`config.mk`:
```
export PLATFORM = sky130hd
export DESIGN_NAME = thread_boost_table_flat
export DESIGN_NICKNAME = d
export VERILOG_FILES = /design/src/tbt_pkg.sv /design/src/tbt_req_if.sv /design/src/tbt_rsp_if.sv /design/src/thread_boost_table.sv /design/src/tbt_ram.sv /design/src/tbt_clamp.sv /design/src/tbt_engine.sv /design/src/flat_wrapper.sv
export SDC_FILE = /design/constraint.sdc
export NUM_CORES = 2
export LEC_CHECK = 0
export ABC_AREA = 1
export BUFFER_PORTS_ARGS = -buffer_cell sky130_fd_sc_hd__buf_4
export CAP_MARGIN = 10
export CORE_ASPECT_RATIO = 0.5
export CORE_MARGIN = 2
export CORE_UTILIZATION = 45
export CTS_BUF_LIST = sky130_fd_sc_hd__clkbuf_8
export DETAILED_ROUTE_END_ITERATION = 16
export SLEW_MARGIN = 30
export SYNTH_ARGS = -nofsm -noshare
export SYNTH_HDL_FRONTEND = slang
export SYNTH_HIERARCHICAL = 1
export SYNTH_SLANG_ARGS = --single-unit
```
`constraint.sdc`:
```
create_clock -name i_clk -period 15.85 [get_ports i_clk]
set_input_delay 0.7925 -clock i_clk [delete_from_list [all_inputs] [get_ports i_clk]]
set_output_delay 0.7925 -clock i_clk [all_outputs]
set_load 0.01 [all_outputs]
```
`src/tbt_pkg.sv`:
```
// ============================================================================
// Thread boost table package
// Widths, codes, types and clamp constants shared by the thread boost table.
// ============================================================================
package tbt_pkg;

    localparam int TABLE_DEPTH = 32;
    localparam int IDX_W       = (TABLE_DEPTH > 1) ? $clog2(TABLE_DEPTH) : 1;
    localparam int CNT_W       = $clog2(TABLE_DEPTH + 1);

    localparam int TID_W      = 22;
    localparam int BOOST_W    = 16;
    localparam int STATUS_W   = 3;
    localparam int CLAMP_W    = 11;
    localparam int OCC_W      = 6;
    localparam int CFG_IDX_W  = 2;
    localparam int CFG_DATA_W = 16;

    localparam logic KIND_UPDATE = 1'b0;
    localparam logic KIND_LOOKUP = 1'b1;

    typedef enum logic [CFG_IDX_W-1:0] {
        CFG_LEVEL_ONE   = 2'd0,
        CFG_LEVEL_TWO   = 2'd1,
        CFG_LEVEL_THREE = 2'd2,
        CFG_CLAMP_EN    = 2'd3
    } t_cfg_idx;

    localparam logic [BOOST_W-1:0] RST_LEVEL_ONE   = 16'd25;
    localparam logic [BOOST_W-1:0] RST_LEVEL_TWO   = 16'd50;
    localparam logic [BOOST_W-1:0] RST_LEVEL_THREE = 16'd75;
    localparam logic               RST_CLAMP_EN    = 1'b1;

    // Utilization clamp pairs, one per boost band.
    localparam logic [CLAMP_W-1:0] PERF_MIN    = 11'd512;
    localparam logic [CLAMP_W-1:0] PERF_MAX    = 11'd1024;
    localparam logic [CLAMP_W-1:0] MOD_MIN     = 11'd256;
    localparam logic [CLAMP_W-1:0] MOD_MAX     = 11'd768;
    localparam logic [CLAMP_W-1:0] SUST_MIN    = 11'd0;
    localparam logic [CLAMP_W-1:0] SUST_MAX    = 11'd512;
    localparam logic [CLAMP_W-1:0] DEFAULT_MIN = 11'd0;
    localparam logic [CLAMP_W-1:0] DEFAULT_MAX = 11'd1024;

    typedef enum logic [STATUS_W-1:0] {
        ST_UPDATED     = 3'd0,
        ST_UNCHANGED   = 3'd1,
        ST_INSERTED    = 3'd2,
        ST_FULL        = 3'd3,
        ST_LOOKUP_HIT  = 3'd4,
        ST_LOOKUP_MISS = 3'd5
    } t_status;

    typedef enum logic [2:0] {
        S_IDLE,
        S_READ,
        S_CMP,
        S_DECIDE,
        S_SH_READ,
        S_SH_WRITE,
        S_DONE
    } t_state;

    typedef struct packed {
        logic [TID_W-1:0]   thread_id;
        logic [BOOST_W-1:0] boost;
    } t_entry;

    localparam int ENTRY_W = $bits(t_entry);

    typedef struct packed {
        logic [BOOST_W-1:0] level_one;
        logic [BOOST_W-1:0] level_two;
        logic [BOOST_W-1:0] level_three;
        logic               clamp_en;
    } t_cfg;

    typedef struct packed {
        logic               kind;
        logic [TID_W-1:0]   thread_id;
        logic [BOOST_W-1:0] boost;
    } t_req;

    typedef struct packed {
        logic [CLAMP_W-1:0] cmin;
        logic [CLAMP_W-1:0] cmax;
    } t_clamp;

    typedef struct packed {
        t_status            status;
        logic [BOOST_W-1:0] boost_value;
        logic               apply_clamp;
        logic [CLAMP_W-1:0] clamp_min;
        logic [CLAMP_W-1:0] clamp_max;
        logic               entry_removed;
        logic [OCC_W-1:0]   occupancy;
    } t_result;

endpackage

```
`src/tbt_req_if.sv`:
```
// ============================================================================
// Thread boost table request channel
// Valid/ready channel carrying one update or lookup beat.
// ============================================================================
interface tbt_req_if;
    import tbt_pkg::*;

    logic               valid;
    logic               ready;
    logic               kind;
    logic [TID_W-1:0]   thread_id;
    logic [BOOST_W-1:0] boost;

    modport source (output valid, kind, thread_id, boost, input ready);
    modport sink   (input valid, kind, thread_id, boost, output ready);
endinterface

```
`src/tbt_rsp_if.sv`:
```
// ============================================================================
// Thread boost table response channel
// Valid/ready channel carrying one result beat per request.
// ============================================================================
interface tbt_rsp_if;
    import tbt_pkg::*;

    logic                valid;
    logic                ready;
    logic [STATUS_W-1:0] status;
    logic [BOOST_W-1:0]  boost_value;
    logic                apply_clamp;
    logic [CLAMP_W-1:0]  clamp_min;
    logic [CLAMP_W-1:0]  clamp_max;
    logic                entry_removed;
    logic [OCC_W-1:0]    occupancy;

    modport source (output valid, status, boost_value, apply_clamp, clamp_min, clamp_max,
                    entry_removed, occupancy, input ready);
    modport sink   (input valid, status, boost_value, apply_clamp, clamp_min, clamp_max,
                    entry_removed, occupancy, output ready);
endinterface

```
`src/thread_boost_table.sv`:
```
// ============================================================================
// Thread boost table
// Fixed-depth table of thread id / boost pairs with clamp selection.
// ============================================================================
// One request beat is taken at a time; ready stays low until its result has
// been handed to the output register. The entries live in a RAM with one read
// and one write port and registered read, checked by one comparator, so each
// entry examined in a search passes through a read state and a compare state;
// a hit stops the search and a miss examines all valid entries. A decide
// state and a done state then hand over the result, and a removal that has to
// close a gap adds a read and a write state for every later entry moved down.
// An update for a new thread on a full table is dropped and reported.
// The result register lets the next request start while a result waits.
module thread_boost_table (
    input  logic                          i_clk,
    input  logic                          i_rst_n,
    tbt_req_if.sink                       i_req,
    tbt_rsp_if.source                     o_rsp,
    input  logic                          i_cfg_we,
    input  logic [tbt_pkg::CFG_IDX_W-1:0]  i_cfg_idx,
    input  logic [tbt_pkg::CFG_DATA_W-1:0] i_cfg_wdata
);
    import tbt_pkg::*;

    t_cfg    r_cfg;
    t_req    req;
    t_result res;
    t_result r_out;
    logic    r_out_valid;
    logic    res_valid;
    logic    res_ready;

    always_ff @(posedge i_clk) begin
        if (!i_rst_n) begin
            r_cfg.level_one   <= RST_LEVEL_ONE;
            r_cfg.level_two   <= RST_LEVEL_TWO;
            r_cfg.level_three <= RST_LEVEL_THREE;
            r_cfg.clamp_en    <= RST_CLAMP_EN;
        end else if (i_cfg_we) begin
            case (t_cfg_idx'(i_cfg_idx))
                CFG_LEVEL_ONE:   r_cfg.level_one   <= i_cfg_wdata;
                CFG_LEVEL_TWO:   r_cfg.level_two   <= i_cfg_wdata;
                CFG_LEVEL_THREE: r_cfg.level_three <= i_cfg_wdata;
                CFG_CLAMP_EN:    r_cfg.clamp_en    <= i_cfg_wdata[0];
                default:         r_cfg             <= r_cfg;
            endcase
        end
    end

    assign req = '{kind: i_req.kind, thread_id: i_req.thread_id, boost: i_req.boost};

    tbt_engine u_engine (
        .i_clk       (i_clk),
        .i_rst_n     (i_rst_n),
        .i_cfg       (r_cfg),
        .i_req_valid (i_req.valid),
        .o_req_ready (i_req.ready),
        .i_req       (req),
        .o_res_valid (res_valid),
        .i_res_ready (res_ready),
        .o_res       (res)
    );

    assign res_ready = !r_out_valid || o_rsp.ready;

    always_ff @(posedge i_clk) begin
        if (!i_rst_n) begin
            r_out_valid <= 1'b0;
        end else if (res_ready) begin
            r_out_valid <= res_valid;
        end
        if (res_valid && res_ready) begin
            r_out <= res;
        end
    end

    assign o_rsp.valid         = r_out_valid;
    assign o_rsp.status        = r_out.status;
    assign o_rsp.boost_value   = r_out.boost_value;
    assign o_rsp.apply_clamp   = r_out.apply_clamp;
    assign o_rsp.clamp_min     = r_out.clamp_min;
    assign o_rsp.clamp_max     = r_out.clamp_max;
    assign o_rsp.entry_removed = r_out.entry_removed;
    assign o_rsp.occupancy     = r_out.occupancy;
endmodule

```
`src/tbt_ram.sv`:
```
// ============================================================================
// Generic RAM
// One write port and one read port with registered read data.
// ============================================================================
module tbt_ram #(
    parameter int WIDTH = 8,
    parameter int DEPTH = 16
) (
    input  logic                                        i_clk,
    input  logic                                        i_we,
    input  logic [((DEPTH > 1) ? $clog2(DEPTH) : 1)-1:0] i_waddr,
    input  logic [WIDTH-1:0]                            i_wdata,
    input  logic [((DEPTH > 1) ? $clog2(DEPTH) : 1)-1:0] i_raddr,
    output logic [WIDTH-1:0]                            o_rdata
);
    logic [WIDTH-1:0] r_mem [DEPTH];
    logic [WIDTH-1:0] r_rdata;

    always_ff @(posedge i_clk) begin
        if (i_we) begin
            r_mem[i_waddr] <= i_wdata;
        end
        r_rdata <= r_mem[i_raddr];
    end

    assign o_rdata = r_rdata;
endmodule

```
`src/tbt_clamp.sv`:
```
// ============================================================================
// Thread boost table clamp selector
// Maps a boost level onto a utilization clamp pair through three thresholds.
// ============================================================================
module tbt_clamp (
    input  tbt_pkg::t_cfg                   i_cfg,
    input  logic [tbt_pkg::BOOST_W-1:0]     i_boost,
    output tbt_pkg::t_clamp                 o_clamp
);
    import tbt_pkg::*;

    // Highest band is tested first; thresholds out of order are used as given.
    always_comb begin
        if (i_boost >= i_cfg.level_three) begin
            o_clamp = '{cmin: PERF_MIN, cmax: PERF_MAX};
        end else if (i_boost >= i_cfg.level_two) begin
            o_clamp = '{cmin: MOD_MIN, cmax: MOD_MAX};
        end else if (i_boost >= i_cfg.level_one) begin
            o_clamp = '{cmin: SUST_MIN, cmax: SUST_MAX};
        end else begin
            o_clamp = '{cmin: DEFAULT_MIN, cmax: DEFAULT_MAX};
        end
    end
endmodule

```
`src/tbt_engine.sv`:
```
// ============================================================================
// Thread boost table engine
// Sequencer that searches, updates, appends and compacts the entry RAM.
// ============================================================================
module tbt_engine (
    input  logic             i_clk,
    input  logic             i_rst_n,
    input  tbt_pkg::t_cfg    i_cfg,
    input  logic             i_req_valid,
    output logic             o_req_ready,
    input  tbt_pkg::t_req    i_req,
    output logic             o_res_valid,
    input  logic             i_res_ready,
    output tbt_pkg::t_result o_res
);
    import tbt_pkg::*;

    t_state              r_state, n_state;
    logic                r_kind, n_kind;
    logic [TID_W-1:0]    r_tid, n_tid;
    logic [BOOST_W-1:0]  r_boost, n_boost;
    logic [IDX_W-1:0]    r_idx, n_idx;
    logic [IDX_W-1:0]    r_slot, n_slot;
    logic                r_hit, n_hit;
    logic [BOOST_W-1:0]  r_old, n_old;
    logic [CNT_W-1:0]    r_count, n_count;
    t_status             r_status, n_status;
    logic [BOOST_W-1:0]  r_value, n_value;
    logic                r_apply, n_apply;
    logic [CLAMP_W-1:0]  r_cmin, n_cmin;
    logic [CLAMP_W-1:0]  r_cmax, n_cmax;
    logic                r_removed, n_removed;

    logic                ram_we;
    logic [IDX_W-1:0]    ram_waddr;
    t_entry              ram_wdata;
    logic [ENTRY_W-1:0]  ram_rdata;
    t_entry              rd_entry;
    t_clamp              clamp;

    logic                changed;
    logic [IDX_W-1:0]    sel_slot;
    logic [CNT_W-1:0]    cnt_after;

    assign rd_entry = t_entry'(ram_rdata);

    tbt_ram #(
        .WIDTH (ENTRY_W),
        .DEPTH (TABLE_DEPTH)
    ) u_ram (
        .i_clk   (i_clk),
        .i_we    (ram_we),
        .i_waddr (ram_waddr),
        .i_wdata (ram_wdata),
        .i_raddr (r_idx),
        .o_rdata (ram_rdata)
    );

    tbt_clamp u_clamp (
        .i_cfg   (i_cfg),
        .i_boost (r_boost),
        .o_clamp (clamp)
    );

    always_ff @(posedge i_clk) begin
        if (!i_rst_n) begin
            r_state <= S_IDLE;
            r_count <= '0;
        end else begin
            r_state <= n_state;
            r_count <= n_count;
        end
        r_kind    <= n_kind;
        r_tid     <= n_tid;
        r_boost   <= n_boost;
        r_idx     <= n_idx;
        r_slot    <= n_slot;
        r_hit     <= n_hit;
        r_old     <= n_old;
        r_status  <= n_status;
        r_value   <= n_value;
        r_apply   <= n_apply;
        r_cmin    <= n_cmin;
        r_cmax    <= n_cmax;
        r_removed <= n_removed;
    end

    always_comb begin
        n_state   = r_state;
        n_kind    = r_kind;
        n_tid     = r_tid;
        n_boost   = r_boost;
        n_idx     = r_idx;
        n_slot    = r_slot;
        n_hit     = r_hit;
        n_old     = r_old;
        n_count   = r_count;
        n_status  = r_status;
        n_value   = r_value;
        n_apply   = r_apply;
        n_cmin    = r_cmin;
        n_cmax    = r_cmax;
        n_removed = r_removed;
        ram_we    = 1'b0;
        ram_waddr = r_idx;
        ram_wdata = '{thread_id: r_tid, boost: r_boost};
        changed   = 1'b0;
        sel_slot  = r_slot;
        cnt_after = r_count;
        o_req_ready = 1'b0;
        o_res_valid = 1'b0;

        case (r_state)
            S_IDLE: begin
                o_req_ready = 1'b1;
                if (i_req_valid) begin
                    n_kind  = i_req.kind;
                    n_tid   = i_req.thread_id;
                    n_boost = i_req.boost;
                    n_idx   = '0;
                    n_hit   = 1'b0;
                    n_old   = '0;
                    n_state = (r_count == '0) ? S_DECIDE : S_READ;
                end
            end
            S_READ: begin
                n_state = S_CMP;
            end
            S_CMP: begin
                if (rd_entry.thread_id == r_tid) begin
                    n_hit   = 1'b1;
                    n_slot  = r_idx;
                    n_old   = rd_entry.boost;
                    n_state = S_DECIDE;
                end else if (CNT_W'(r_idx) + CNT_W'(1) == r_count) begin
                    n_state = S_DECIDE;
                end else begin
                    n_idx   = IDX_W'(r_idx + 1'b1);
                    n_state = S_READ;
                end
            end
            S_DECIDE: begin
                n_value   = '0;
                n_apply   = 1'b0;
                n_cmin    = '0;
                n_cmax    = '0;
                n_removed = 1'b0;
                n_state   = S_DONE;
                if (r_kind == KIND_LOOKUP) begin
                    n_status = r_hit ? ST_LOOKUP_HIT : ST_LOOKUP_MISS;
                    n_value  = r_hit ? r_old : '0;
                end else if (r_hit && (r_old == r_boost)) begin
                    n_status = ST_UNCHANGED;
                end else if (r_hit) begin
                    ram_we    = 1'b1;
                    ram_waddr = r_slot;
                    n_status  = ST_UPDATED;
                    changed   = 1'b1;
                end else if (r_count == CNT_W'(TABLE_DEPTH)) begin
                    n_status = ST_FULL;
                end else begin
                    sel_slot  = IDX_W'(r_count);
                    cnt_after = r_count + CNT_W'(1);
                    ram_we    = 1'b1;
                    ram_waddr = sel_slot;
                    n_slot    = sel_slot;
                    n_count   = cnt_after;
                    n_status  = ST_INSERTED;
                    changed   = 1'b1;
                end

                if (changed) begin
                    n_apply = i_cfg.clamp_en;
                    n_cmin  = i_cfg.clamp_en ? clamp.cmin : '0;
                    n_cmax  = i_cfg.clamp_en ? clamp.cmax : '0;
                    if (r_boost == '0) begin
                        n_removed = 1'b1;
                        // Later entries move down one place to keep the table packed.
                        if (CNT_W'(sel_slot) + CNT_W'(1) < cnt_after) begin
                            n_idx   = IDX_W'(sel_slot + 1'b1);
                            n_state = S_SH_READ;
                        end else begin
                            n_count = cnt_after - CNT_W'(1);
                        end
                    end
                end
            end
            S_SH_READ: begin
                n_state = S_SH_WRITE;
            end
            S_SH_WRITE: begin
                ram_we    = 1'b1;
                ram_waddr = IDX_W'(r_idx - 1'b1);
                ram_wdata = rd_entry;
                if (CNT_W'(r_idx) + CNT_W'(1) < r_count) begin
                    n_idx   = IDX_W'(r_idx + 1'b1);
                    n_state = S_SH_READ;
                end else begin
                    n_count = r_count - CNT_W'(1);
                    n_state = S_DONE;
                end
            end
            S_DONE: begin
                o_res_valid = 1'b1;
                if (i_res_ready) begin
                    n_state = S_IDLE;
                end
            end
            default: begin
                n_state = S_IDLE;
            end
        endcase
    end

    assign o_res = '{
        status:        r_status,
        boost_value:   r_value,
        apply_clamp:   r_apply,
        clamp_min:     r_cmin,
        clamp_max:     r_cmax,
        entry_removed: r_removed,
        occupancy:     OCC_W'(r_count)
    };
endmodule

```
`src/flat_wrapper.sv`:
```
// flat-port wrapper written by rule: the top's interface ports become plain ports
module thread_boost_table_flat import tbt_pkg::*;
  (i_clk, i_rst_n, i_cfg_we, i_cfg_idx, i_cfg_wdata, i_req_valid, i_req_kind, i_req_thread_id, i_req_boost, i_req_ready, o_rsp_valid, o_rsp_status, o_rsp_boost_value, o_rsp_apply_clamp, o_rsp_clamp_min, o_rsp_clamp_max, o_rsp_entry_removed, o_rsp_occupancy, o_rsp_ready);
  tbt_req_if i_req_i ();
  tbt_rsp_if o_rsp_i ();
  input  logic i_clk;
  input  logic i_rst_n;
  input  logic i_cfg_we;
  input  logic [tbt_pkg::CFG_IDX_W-1:0] i_cfg_idx;
  input  logic [tbt_pkg::CFG_DATA_W-1:0] i_cfg_wdata;
  input wire logic [$bits(i_req_i.valid)-1:0] i_req_valid;
  input wire logic [$bits(i_req_i.kind)-1:0] i_req_kind;
  input wire logic [$bits(i_req_i.thread_id)-1:0] i_req_thread_id;
  input wire logic [$bits(i_req_i.boost)-1:0] i_req_boost;
  output wire logic [$bits(i_req_i.ready)-1:0] i_req_ready;
  output wire logic [$bits(o_rsp_i.valid)-1:0] o_rsp_valid;
  output wire logic [$bits(o_rsp_i.status)-1:0] o_rsp_status;
  output wire logic [$bits(o_rsp_i.boost_value)-1:0] o_rsp_boost_value;
  output wire logic [$bits(o_rsp_i.apply_clamp)-1:0] o_rsp_apply_clamp;
  output wire logic [$bits(o_rsp_i.clamp_min)-1:0] o_rsp_clamp_min;
  output wire logic [$bits(o_rsp_i.clamp_max)-1:0] o_rsp_clamp_max;
  output wire logic [$bits(o_rsp_i.entry_removed)-1:0] o_rsp_entry_removed;
  output wire logic [$bits(o_rsp_i.occupancy)-1:0] o_rsp_occupancy;
  input wire logic [$bits(o_rsp_i.ready)-1:0] o_rsp_ready;
  assign i_req_i.valid = i_req_valid;
  assign i_req_i.kind = i_req_kind;
  assign i_req_i.thread_id = i_req_thread_id;
  assign i_req_i.boost = i_req_boost;
  assign i_req_ready = i_req_i.ready;
  assign o_rsp_valid = o_rsp_i.valid;
  assign o_rsp_status = o_rsp_i.status;
  assign o_rsp_boost_value = o_rsp_i.boost_value;
  assign o_rsp_apply_clamp = o_rsp_i.apply_clamp;
  assign o_rsp_clamp_min = o_rsp_i.clamp_min;
  assign o_rsp_clamp_max = o_rsp_i.clamp_max;
  assign o_rsp_entry_removed = o_rsp_i.entry_removed;
  assign o_rsp_occupancy = o_rsp_i.occupancy;
  assign o_rsp_i.ready = o_rsp_ready;
  thread_boost_table u_core (.i_clk(i_clk), .i_rst_n(i_rst_n), .i_req(i_req_i), .o_rsp(o_rsp_i), .i_cfg_we(i_cfg_we), .i_cfg_idx(i_cfg_idx), .i_cfg_wdata(i_cfg_wdata));
endmodule
```
* Word-level counts from Yosys, hierarchy flattened
Memory sizes are Yosys's and may differ from the RTL's. A register that Yosys moved wholly into a read port is not among the register bits. Index checks and enable logic that the tools add are counted.
Storage, ports and cells: bits in writable memories 1216, memories kept 1, word-level logic and storage cells 162, output and inout port bits 51, register bits 217, bits of input ports 62
Cells by class: $add $sub $neg 8, reductions and logical operators 26, magnitude comparators 5, multiplexer cells 66, equality and inequality tests 23, bitwise operators 2
Memories:
- u_core.u_engine.u_ram.r_mem | words 32, width 38, read ports 1, clocked after memory_dff 1, wr ports 1, line tbt_ram.sv:16 | logic [WIDTH-1:0] r_mem [DEPTH];
Operators with widths (number):
- $mux W5 | 17
- $mux W6 | 9
- $ge A16 B16 Y1 | 3
- $mux W21 | 2
- $mux W38 | 1
- $mux W16 | 2
- $pmux W16 S2 | 1
- $eq A22 B22 Y1 | 1
- $pmux W3 S7 | 1
- $pmux W5 S2 | 2
- $pmux W5 S4 | 1
- $reduce_and A2 Y1 | 10
- $mux W2 | 9
- $ne A2 B2 Y1 const B | 9
- $eq A16 B16 Y1 | 1
- $logic_not A16 Y1 | 1
- $mux W1 | 14
- $add A5 B1 Y6 const B | 2
- $lt A6 B6 Y1 | 2
- $pmux W6 S2 | 1
- $sub A6 B1 Y6 const B | 2
- $mux W11 | 1
- $add A5 B1 Y5 const B | 2
- $eq A3 B3 Y1 const B | 3
- other kinds (24) | 33

* Longest topological paths before layout
depth in word-level cells 12, gate-level depth with buffers 22, depth with buffers taken out 22

* Cells and area by module
The synthesis kept the hierarchy.
By module, submodules not included:
- tbt_ram | cells each 4190, sequential area each 37275.8 sq um, times used 1, area each 49854.1 sq um
- tbt_engine | cells each 776, sequential area each 3453.3 sq um, times used 1, area each 6677.7 sq um
- thread_boost_table | cells each 354, sequential area each 2472.4 sq um, times used 1, area each 3550.9 sq um
- tbt_clamp | cells each 243, sequential area each 0.0 sq um, times used 1, area each 1485.2 sq um

* Worst setup path before layout
No wires, ideal clock.
path type reg-to-reg, from register u_core.u_engine.r_state[0], to memory u_core/u_engine/u_ram/r_mem[28][0] (netlist bit) (enable), slack 10756 ps, cell stages (with the launch flop) 10, path buffers 1, arrival time 4661 ps, required time 15417 ps, setup time 433 ps, period minus slack after synthesis 5094 ps, cells stage by stage dfxtp_1 inv_1 nor3_1 clkbuf_1 inv_1 o21ai_0 o22ai_1 o21ai_0 nand3_1 nor2_1
Between the ends: elaborated cells between the ends (all ways) 6, those cells by class eq/ne (2); mux (4)
RTL lines:
- start, declared | line tbt_engine.sv:18 | t_state r_state, n_state;
- start signal, assigned | line tbt_engine.sv:70 | r_state <= n_state;
- $eq A3 B3 Y1 / $eq A3 B2 Y1 (equally long branches) | line tbt_engine.sv:113 | case (r_state)
- $pmux W5 S2 (*) | line tbt_engine.sv:113
- via u_core.u_engine.ram_waddr[2] | line tbt_engine.sv:35 | logic [IDX_W-1:0] ram_waddr;
- end, declared | line tbt_ram.sv:16
Mark *: on every way through the listed nets, which the timed path passes. The rest lies on a longest branch.

* Worst setup path in the final report
from register u_core.u_engine.r_state[0], to memory u_core/u_engine/u_ram/r_mem[13][17] (netlist bit) (enable)
The elaborated chain is that of the path after synthesis.

==> qor.yml <==
cts_tree: "yes"
ys_warn_count: 6
worstSkewPairLatency_ns: 0.92
arrival_ns: 5.50
hold_violations: 0
cp_slowest_cell: "nor2_4"
grt_pass1_vias: 39900
nNetsFinal: 5847
grt_max_degree: 188
cts_root_buf: "clkbuf_8"
clock_sinks: 1471
dp_hpwl_um: 97100
port_buffers: 112
worstPathMaxFanout: 71
drt_first_pass_iters: 5
cp.required_ns: 16.39
worstSetupStartpointType: "flop"
slew_headroom_pct: 33.0
drc: 0
syn_to_final_growth_pct: 11.5
syn_area_um2: 61600
synth_top_family_by_area: "simple AND/OR/NAND/NOR gates"
synth_mux_area_share_pct: 0
final_min_period_over_clock_period_pct: 31.2
async_flop_share_pct: 0
min_period_ns: 4.95
die_w_um: 527
final_util_pct: 50.8
synth_seq_area_share_pct: 70.2
status: "complete, no violations"
setup_tns_ns: 0
fillCellCount: 12000
endpoint_kind: "flop"
vias: 42100
max_cap_viol_count: 0
gp_congestion: 0.861
std_cell_rows: 95
die_h_um: 266
overflow: 0
power_density_nw_per_um2: 169
max_stage_delay_ns: 0.84
synth_edf_count: 1374
pin_count: 113
routed_via_density: 5.47
worstSetupPathType: "reg2reg"
critPathTopFamily: "simple AND/OR/NAND/NOR gates"
synth.avg_cell_area_um2: 11.1
rsz0062_at_grt: "no"
numCtsBuffers: 208
track_usage_pct: 24.6
synth-compound-area-share_pct: 1.25
start_util_pct: 45.6
crit_chain: "inv_1, nor2_1, nand2_8, inv_2, nor2_1, a21oi_1, o22ai_1, inv_1, nand3_1, nor2_4, buf_4"
cp_num_buf_inv: 4
cts.clk_slew.worst_paths_ns: 0.07
netlist_instances: 5563
ys_ff_latch: 1471
post_cts_buffers: 0
irDropWorstVdd_mv: 0.109
ant_nets: 0
coreArea_um2: 135000
clockBufferDepth: 3
synth_top_area_cell: "edfxtp_1"
finalClockSkew_ns: 0.0415
ys.flop_type: "edfxtp_1"
setup-violations-final: 0
drive_above_1_share_pct: 9.58
drt_wl_total_um: 174000
drv_slew: 0
p_leak_nw: 26.3
antenna_found_initial: 4
htree_num_levels: 4
synth_xor_area_share_pct: 0.541
dieArea_um2: 140000
fmax_mhz: 202
tightestPinTransition_ns: 1.00
synthAdderAreaFrac_pct: 1.34
grt_pass1_wl_um: 258000
hp-class: "in2reg"
yosys.area_share.simple_pct: 22.3
ys_types: 52
wl_per_cell_um: 22.6
synth_area_leaders: "edfxtp_1 67%, nand2_1 12%, nand3_1 8.1%"
hold_ws_ns: 0.110
dr.first_iter.drc_count: 5081
synth_top_area_share_pct: 67.0
## worst register-to-register path, delay by kind of cell, from the launching register on
family                 cells  cell delay, ns
DFF                        1            0.38
AOI/OAI and AO/OA          2            0.39
and+or+nand+nor            5            2.41
buffers and inverters      4            1.41
## sequential cells by signal (all words and copies together), names as in the netlist, 11 cells and up
register	flops
u_core/o_rsp.boost_value	16
u_core/o_rsp.clamp_max	11
u_core/o_rsp.clamp_min	11
u_core/r_cfg	49
u_core/u_engine/r_boost	16
u_core/u_engine/r_cmax	11
u_core/u_engine/r_cmin	11
u_core/u_engine/r_old	16
u_core/u_engine/r_tid	22
u_core/u_engine/r_value	16
u_core/u_engine/u_ram/o_rdata	38
u_core/u_engine/u_ram/r_mem	1216
## logic make-up after synthesis
| logic type | count (synthesis) |
|---|---|
| fa+ha+maj | 66 |
| buf+inv | 569 |
| other cells | 1 |
| flops | 1471 |
| simple gates | 3279 |
| xor+xnor | 38 |
| compound gates | 139 |
## stage by stage
step	area (µm²)	setup WS, ns	std cells	total power, mW
finish	68600	10.90	7693	11.6
global route	68600	10.60	7692	12.2
CTS	68500	10.78	7684	11.6
detailed placement	64300	10.81	7267	8.75
global placement	64200	10.75	7263	8.71
floorplan	61600	10.76	5579	7.34
## cells in the final DEF (no fill, tap or decap), drive strengths merged, types with 9 or more instances in the layout
cell,count
xnor2,13
edfxtp,1374
nand2,2019
conb,17
clkinv,66
buf,222
dfxtp,97
clkbuf,226
nor3,9
inv,334
ha,66
nand3,997
nor2,222
nand4,16
xor2,25
dlygate4sd3,30
o21ai,58
a21oi,57
## Yosys cell counts, types with 7 or more instances
master    count
edfxtp_1   1374
xor2_1       25
nor2_1      215
o21ai_0      46
nand3_1     994
nand2_1    2018
xnor2_1      13
a21oi_1      54
nor3_1        7
buf_1        24
buf_2       152
nand4_1      15
buf_4        54
clkbuf_1     73
o21ai_1      10
inv_1       228
buf_6        18
inv_2        14
ha_1         66
dfxtp_1      97
## layer usage
| layer | wire [µm] | vias to the layer above | GRT usage [%] |
|---|---|---|---|
| met4 | 3370 | 2 | 7.27 |
| li1 | - | 19300 | - |
| met3 | 16500 | 236 | 4.62 |
| met5 | 10 | - | 0 |
| met1 | 75300 | 20500 | 35.6 |
| met2 | 78700 | 2038 | 37.7 |
## path summary, 6_finish.rpt
| path | from | endpoint | slack [ns] | cells past startpoint |
|---|---|---|---|---|
| min | i_req_boost[6] | u_core/u_engine/r_boost[6]$_DFFE_PP_ | 0.11 | 1 |
| max | u_core/u_engine/r_state[0]$_SDFFE_PN0P_ | u_core/u_engine/u_ram/r_mem[13][17]$_DFFE_PP_ | 10.90 | 11 |
| min reg2reg | u_core/u_engine/r_cmin[10]$_SDFFCE_PN0P_ | u_core/o_rsp.clamp_min[10]$_DFFE_PP_ | 0.42 | 0 |
| max reg2reg | u_core/u_engine/r_state[0]$_SDFFE_PN0P_ | u_core/u_engine/u_ram/r_mem[13][17]$_DFFE_PP_ | 10.90 | 11 |
## cell type report
cell class / count / area (µm²) / area share [%]
multi-input combinational: 3539 / 16200 / 23.6
antenna: 3 / 7.51 / 0.0109
inverter: 247 / 963 / 1.40
clock buffer: 226 / 3110 / 4.53
sequential: 1471 / 43200 / 62.9
clock inverter: 161 / 787 / 1.15
timing repair buffer: 252 / 2150 / 3.13
tap: 1794 / 2240 / 3.27
## what timing repair did
action,in CTS,in global routing
hold buffers,30,0
resized for setup,0,0
endpoints found under the hold margin,30,0
## power by group
part	switching, mW	total (mW)	internal (mW)
Combinational	2.99	4.00	1.01
Clock	1.46	2.84	1.37
Sequential	0.162	4.76	4.60
Total	4.61	11.6	6.98
(Power assumes the default switching activity.)
